**src/rma_pkg.sv**
```systemverilog
// ----------------------------------------------------------------------------
// rma_pkg
// Shared widths, constants and controller/datapath interface types.
// ----------------------------------------------------------------------------
package rma_pkg;

  localparam int MAX_WINDOW_DEF = 256;
  localparam int DEFAULT_WINDOW = 20;

  localparam int PRICE_W   = 32;
  localparam int AVG_W     = 40;
  localparam int FRAC_W    = 8;
  localparam int CFG_LEN_W = 9;

  localparam int ADDR_W    = 3;
  localparam int DATA_W    = 32;
  localparam int REG_IDX_W = ADDR_W - 2;

  localparam logic [REG_IDX_W-1:0] REG_WINDOW_LEN = '0;

  typedef struct packed {
    logic capture;
    logic delta;
    logic accum;
    logic load_div;
    logic div_step;
    logic load_out;
  } cmd_t;

  typedef struct packed {
    logic full;
  } status_t;

endpackage

```
**src/rma_ctrl.sv**
```systemverilog
// ----------------------------------------------------------------------------
// rma_ctrl
// Sequencer: capture, ring update, serial divide and result hand-off.
// ----------------------------------------------------------------------------
module rma_ctrl #(
  parameter int MAX_WINDOW = rma_pkg::MAX_WINDOW_DEF
) (
  input  logic             clk,
  input  logic             rst_n,
  input  logic             in_valid,
  output logic             in_ready,
  output logic             out_valid,
  input  logic             out_ready,
  output rma_pkg::cmd_t    cmd,
  input  rma_pkg::status_t st
);
  import rma_pkg::*;

  localparam int IDX_W  = $clog2(MAX_WINDOW);
  localparam int DIV_W  = PRICE_W + IDX_W + FRAC_W;
  localparam int STEP_W = $clog2(DIV_W);

  typedef enum logic [2:0] {
    S_IDLE,
    S_DELTA,
    S_ACCUM,
    S_LOAD,
    S_DIV,
    S_DONE
  } state_t;

  state_t            state_r;
  logic [STEP_W-1:0] step_r;
  logic              out_valid_r;
  logic              out_free;

  assign in_ready  = (state_r == S_IDLE);
  assign out_valid = out_valid_r;
  assign out_free  = !out_valid_r || out_ready;

  always_comb begin
    cmd          = '0;
    cmd.capture  = in_valid && (state_r == S_IDLE);
    cmd.delta    = (state_r == S_DELTA);
    cmd.accum    = (state_r == S_ACCUM);
    cmd.load_div = (state_r == S_LOAD);
    cmd.div_step = (state_r == S_DIV);
    cmd.load_out = (state_r == S_DONE) && out_free;
  end

  always_ff @(posedge clk) begin
    if (!rst_n) begin
      state_r     <= S_IDLE;
      step_r      <= '0;
      out_valid_r <= 1'b0;
    end else begin
      if (cmd.load_out) begin
        out_valid_r <= 1'b1;
      end else if (out_ready) begin
        out_valid_r <= 1'b0;
      end
      case (state_r)
        S_IDLE: begin
          if (in_valid) begin
            state_r <= S_DELTA;
          end
        end
        S_DELTA: state_r <= S_ACCUM;
        S_ACCUM: state_r <= S_LOAD;
        S_LOAD: begin
          step_r  <= '0;
          state_r <= st.full ? S_DIV : S_DONE;
        end
        S_DIV: begin
          step_r <= step_r + 1'b1;
          if (step_r == STEP_W'(DIV_W - 1)) begin
            state_r <= S_DONE;
          end
        end
        S_DONE: begin
          if (out_free) begin
            state_r <= S_IDLE;
          end
        end
        default: state_r <= S_IDLE;
      endcase
    end
  end

endmodule

```
**config.mk**
```make
export PLATFORM = sky130hd
export DESIGN_NAME = rma_ctrl
export DESIGN_NICKNAME = d
export VERILOG_FILES = /design/src/rma_pkg.sv /design/src/rma_ctrl.sv
export SDC_FILE = /design/constraint.sdc
export NUM_CORES = 1
export LEC_CHECK = 0
export ABC_AREA = 1
export BUFFER_PORTS_ARGS = -buffer_cell sky130_fd_sc_hd__buf_2
export CAP_MARGIN = 0
export CORE_AREA = 3 3 40 42
export CTS_CLUSTER_SIZE = 8
export DETAILED_ROUTE_END_ITERATION = 8
export DIE_AREA = 0 0 43 45
export SLEW_MARGIN = 30
export SYNTH_ARGS = -nofsm -noshare
export SYNTH_HDL_FRONTEND = slang
export SYNTH_SLANG_ARGS = --single-unit
```
**constraint.sdc**
```tcl
create_clock -name clk -period 3.55 [get_ports clk]
set_clock_uncertainty 0.15 [all_clocks]
set_input_delay 0.5325 -clock clk [delete_from_list [all_inputs] [get_ports clk]]
set_output_delay 0.5325 -clock clk [all_outputs]
set_load 0.02 [all_outputs]
```
# Word level (Yosys, flattened, before mapping)
# Index checks and enable logic that the tools add are counted.
# totals
register_bits,10
wordCells,29
input_bits,5
out_inout_bits,8
# op_classes
add_sub_neg,1
reduce_logical,8
mux,8
n_eq_ne,9
# ops
operator,n
3-bit one-hot mux with 6 select lines,1
6-bit one-hot mux with 2 select lines,1
3-bit two-way mux,3
6-bit by 1-bit adder with 6-bit output (second input constant),1
3-bit by 2-bit equality test with 1-bit output (second input constant),2
3-bit equality test (second input constant),2
6-bit equality test (second input constant),1
2-bit inequality test (second input constant),2
2-bit nonzero test,2
3-bit by 1-bit equality test with 1-bit output (second input constant),1
3-bit logical NOT,1
1-bit two-way mux,3
3-bit AND reduction,1
1-bit logical AND,2
2-bit by 1-bit inequality test with 1-bit output (second input constant),1
1-bit logical NOT,1
1-bit logical OR,1

# Longest topological paths before layout
# logic_depth
ltp_word,4
depth_mapped,9
mapped_depth_nobuf,9

# Worst setup path after synthesis
# OpenSTA, ideal clock, no wires.
# synth_path
path_kind,reg-to-output
from,register state_r[1]
to,output port cmd[3] in the netlist's numbering
path_slack_ns,1.925
arrival_time_ns,0.943
n_path_buf,0
stages_incl_launch_ff,3
required_time_ns,2.867
path_cell_list,dfxtp_1 -> inv_1 -> nor3_1
# synth_rtl
item,line_no,source
from (decl),rma_ctrl.sv:32,state_t state_r;
from (signal assigned),rma_ctrl.sv:72,state_r <= st.full ? S_DIV : S_DONE;
to (decl),rma_ctrl.sv:14,"output rma_pkg::cmd_t cmd,"

==> results.md <==
* Mux share of post-synthesis cell area at 0%
* Post-placement worst setup slack at 1.929 ns
* Count of max-cap constraint violations at 0
* Total standard cell area after synthesis at 533.0 um2
* Tightest slew margin relative to the limit at 85.27%
* Maximum fanout along the worst path at 10
* Highest-count cells in the layout ignoring fill and taps: nand2_1, nor2_1, buf_2
* Worst setup slack after layout at 1.696 ns
* Number of nets with antenna violations after routing at 0
* Initial Util at 41.48%
* Max Buffers Root-to-Sink at 2
* Max-slew violation count at 0
* Post-synthesis compound-gate area fraction at 12.44%
* Routed length per placed instance at 9.757 um
* Via-to-Cell Ratio at 4.802
* Number of iterations in the first detailed-routing pass at 4
* WP data arrival at 1.17 ns
* Share of the synthesized netlist area taken by xor and xnor gates at 0%
* Die Ht at 45 um
* Worst setup path category: flip-flop to primary output
* Design Power at 267.7 uW
* Number of top-level pins at 13
* Buffer and inverter count on the worst path at 2
* H-tree level count at 1
* Adder-cell area share of the yosys netlist at 2.347%
* Initial antenna violation count at 0
* IR Drop Worst-Case VDD at 0.2739 mV
* Count of vias placed by the detailed router at 533
* Type of the worst min-delay path: flip-flop to flip-flop
* Worst path required time at 2.87 ns
* P per Cell Area at 422.0 nW/um2
* Synthesized area per cell at 6.580 um2
* Clock root buffer master: clkbuf_4
* Number of warnings reported in the yosys synthesis log at 0
* Ordered list of cells on the worst path: nor2_2 > nand2_2 > inv_4 > buf_2
* Static leakage at 0.0003040 uW
* Transition time at the pin with the least slew margin at 0.2187 ns
* Via count of the first global-routing pass at 472
* Synthesized netlist net count at 87
* Final standard cell area without fillers at 634.4 um2
* Cts bufs inserted at 3
* Setup repair after global routing missed its margin: no
* Number of antenna repair diodes at 0
* Share of post-route cells with drive strength above 1 at 26.04%
* Number of different library cells in the post-synthesis netlist at 18
* Overflow after GRT at 0
* DRT iter0 DRCs at 8
* Final #Nets at 104
* Placed wire-length estimate at 823.2 um
* Gate count after technology mapping at 81
* Fin Setup TNS at 0 ns
* Cell family contributing the most delay on the critical path: flip-flops
* Area of the die at 1935 um2
* Minimum clock period after layout at 1.854 ns
* Placer congestion estimate at 0.7696
* Count of state elements after synthesis at 10
* Cts hold-fix bufs at 0
* Core outline area at 1285 um2
* Final Hold Viols at 0
* Relative area change from synthesis to final layout at 19.01%
* Sinks on Clock Net at 10
* Maximum number of pins on one net before global-route repair at 11
* Cell Rows at 13
* Worst setup EP type: primary output
* Wire length of the first global-routing pass at 1925 um
* Number of buffers added on ports at 12
* Clock tree from TritonCTS: built
* Startpoint class of the critical path: flip-flop
* Quantity of gates resized following cts at 0
* Die boundary width at 43 um
* Final wirelength at 1083 um
* Share of synthesized cell area in and, or, nand and nor gates at 37.32%
* Total placed instance area at 611.8 um2
* GRT Overall Usage at 13.56%
* Total of endpoints with negative setup slack in the final report at 0
* Sequential share of the synthesized area at 37.56%
* Outcome: complete, no violations
* Main combinational cell family by area after synthesis: simple AND/OR/NAND/NOR gates
* Largest incremental delay on the critical path at 0.36 ns
* Post-CTS setup buffer count at 0
* Part of the cycle the worst path needs at 52.21%
* Clock transition time at the flip-flop clock pins of the worst setup and hold paths at 0.06 ns
* Slowest CP cell: dfxtp_1
* Max Freq at 539.5 MHz
* Worst-Skew Late Latency at 0.26 ns
* Residual DRC at 0
==> path summary, 6_finish.rpt <==
path,depth (start not counted),slack (ns),endpoint,from
max,4,1.70,cmd[1],state_r[0]$_SDFFE_PN0P_
min,2,0.32,step_r[3]$_SDFFE_PN0P_,step_r[3]$_SDFFE_PN0P_
max reg2reg,9,2.19,state_r[0]$_SDFFE_PN0P_,step_r[0]$_SDFFE_PN0P_
min reg2reg,2,0.32,step_r[3]$_SDFFE_PN0P_,step_r[3]$_SDFFE_PN0P_
==> worst min-delay path, stage by stage, from the launching register on <==
cell	delay [ns]
dfxtp_1	0.32
nand2_1	0.06
a21oi_1	0.05
==> kinds of logic (layout without fill, tap and decap cells) <==
logic type      Yosys count  in the layout
compound gates           12             12
flops                    10             10
fa+ha+maj                 1              1
buf+inv                  14             29
simple gates             44             44
==> registers in the layout, summed over array words and instances (netlist names) <==
signal	count
step_r	6
out_valid	1
state_r	3
==> metrics by stage <==
step,instances,hold slack [ns],util [%]
after floorplan,81,0.3017,-
after CTS,111,0.3287,49.37
final,111,0.3250,49.37
after detailed placement,108,0.3192,47.61
after global placement,108,0.3109,47.61
after global routing,111,0.3695,49.37
==> cells in the mapped netlist <==
| master | instances | area (um2) |
|---|---|---|
| nor3_1 | 2 | 10.01 |
| nand3_1 | 7 | 35.03 |
| nand2_1 | 14 | 52.55 |
| dfxtp_1 | 10 | 200.2 |
| inv_1 | 11 | 41.29 |
| o21ai_0 | 3 | 15.01 |
| inv_4 | 1 | 6.260 |
| a21oi_1 | 6 | 30.03 |
| inv_2 | 2 | 7.510 |
| ha_1 | 1 | 12.51 |
| a22oi_1 | 1 | 7.510 |
| nor2_1 | 14 | 52.55 |
| o21ai_1 | 1 | 5.000 |
| a21oi_2 | 1 | 8.760 |
| nand4_1 | 1 | 6.260 |
| nor2_2 | 1 | 6.260 |
| nand2_2 | 4 | 25.02 |
| nor2_4 | 1 | 11.26 |
==> report_power, final <==
group | leakage (uW) | switching (uW) | internal [uW]
sequential | 0.0000811 | 7.21 | 118
clock | 0.0000138 | 36.1 | 39.0
combinational | 0.000209 | 45.1 | 22.4
==> cell type report <==
type / instances / area (um2)
clock buffer: 3 / 22.52
sequential: 10 / 200.2
tap: 15 / 18.77
inverter: 14 / 55.05
timing repair buffer: 12 / 60.06
fill: 144 / 650.6
multi-input combinational: 57 / 277.8
==> layer usage <==
layer  part of all wire [%]  vias to the layer above  track usage, %
met4                    2.7                        0           9.036
met2                     46                        9           22.16
met5                      0                        -               0
met1                     46                      233           15.65
met3                    4.2                        5           3.586
li1                       -                      286               -
Power figures use the tool's default switching activity.
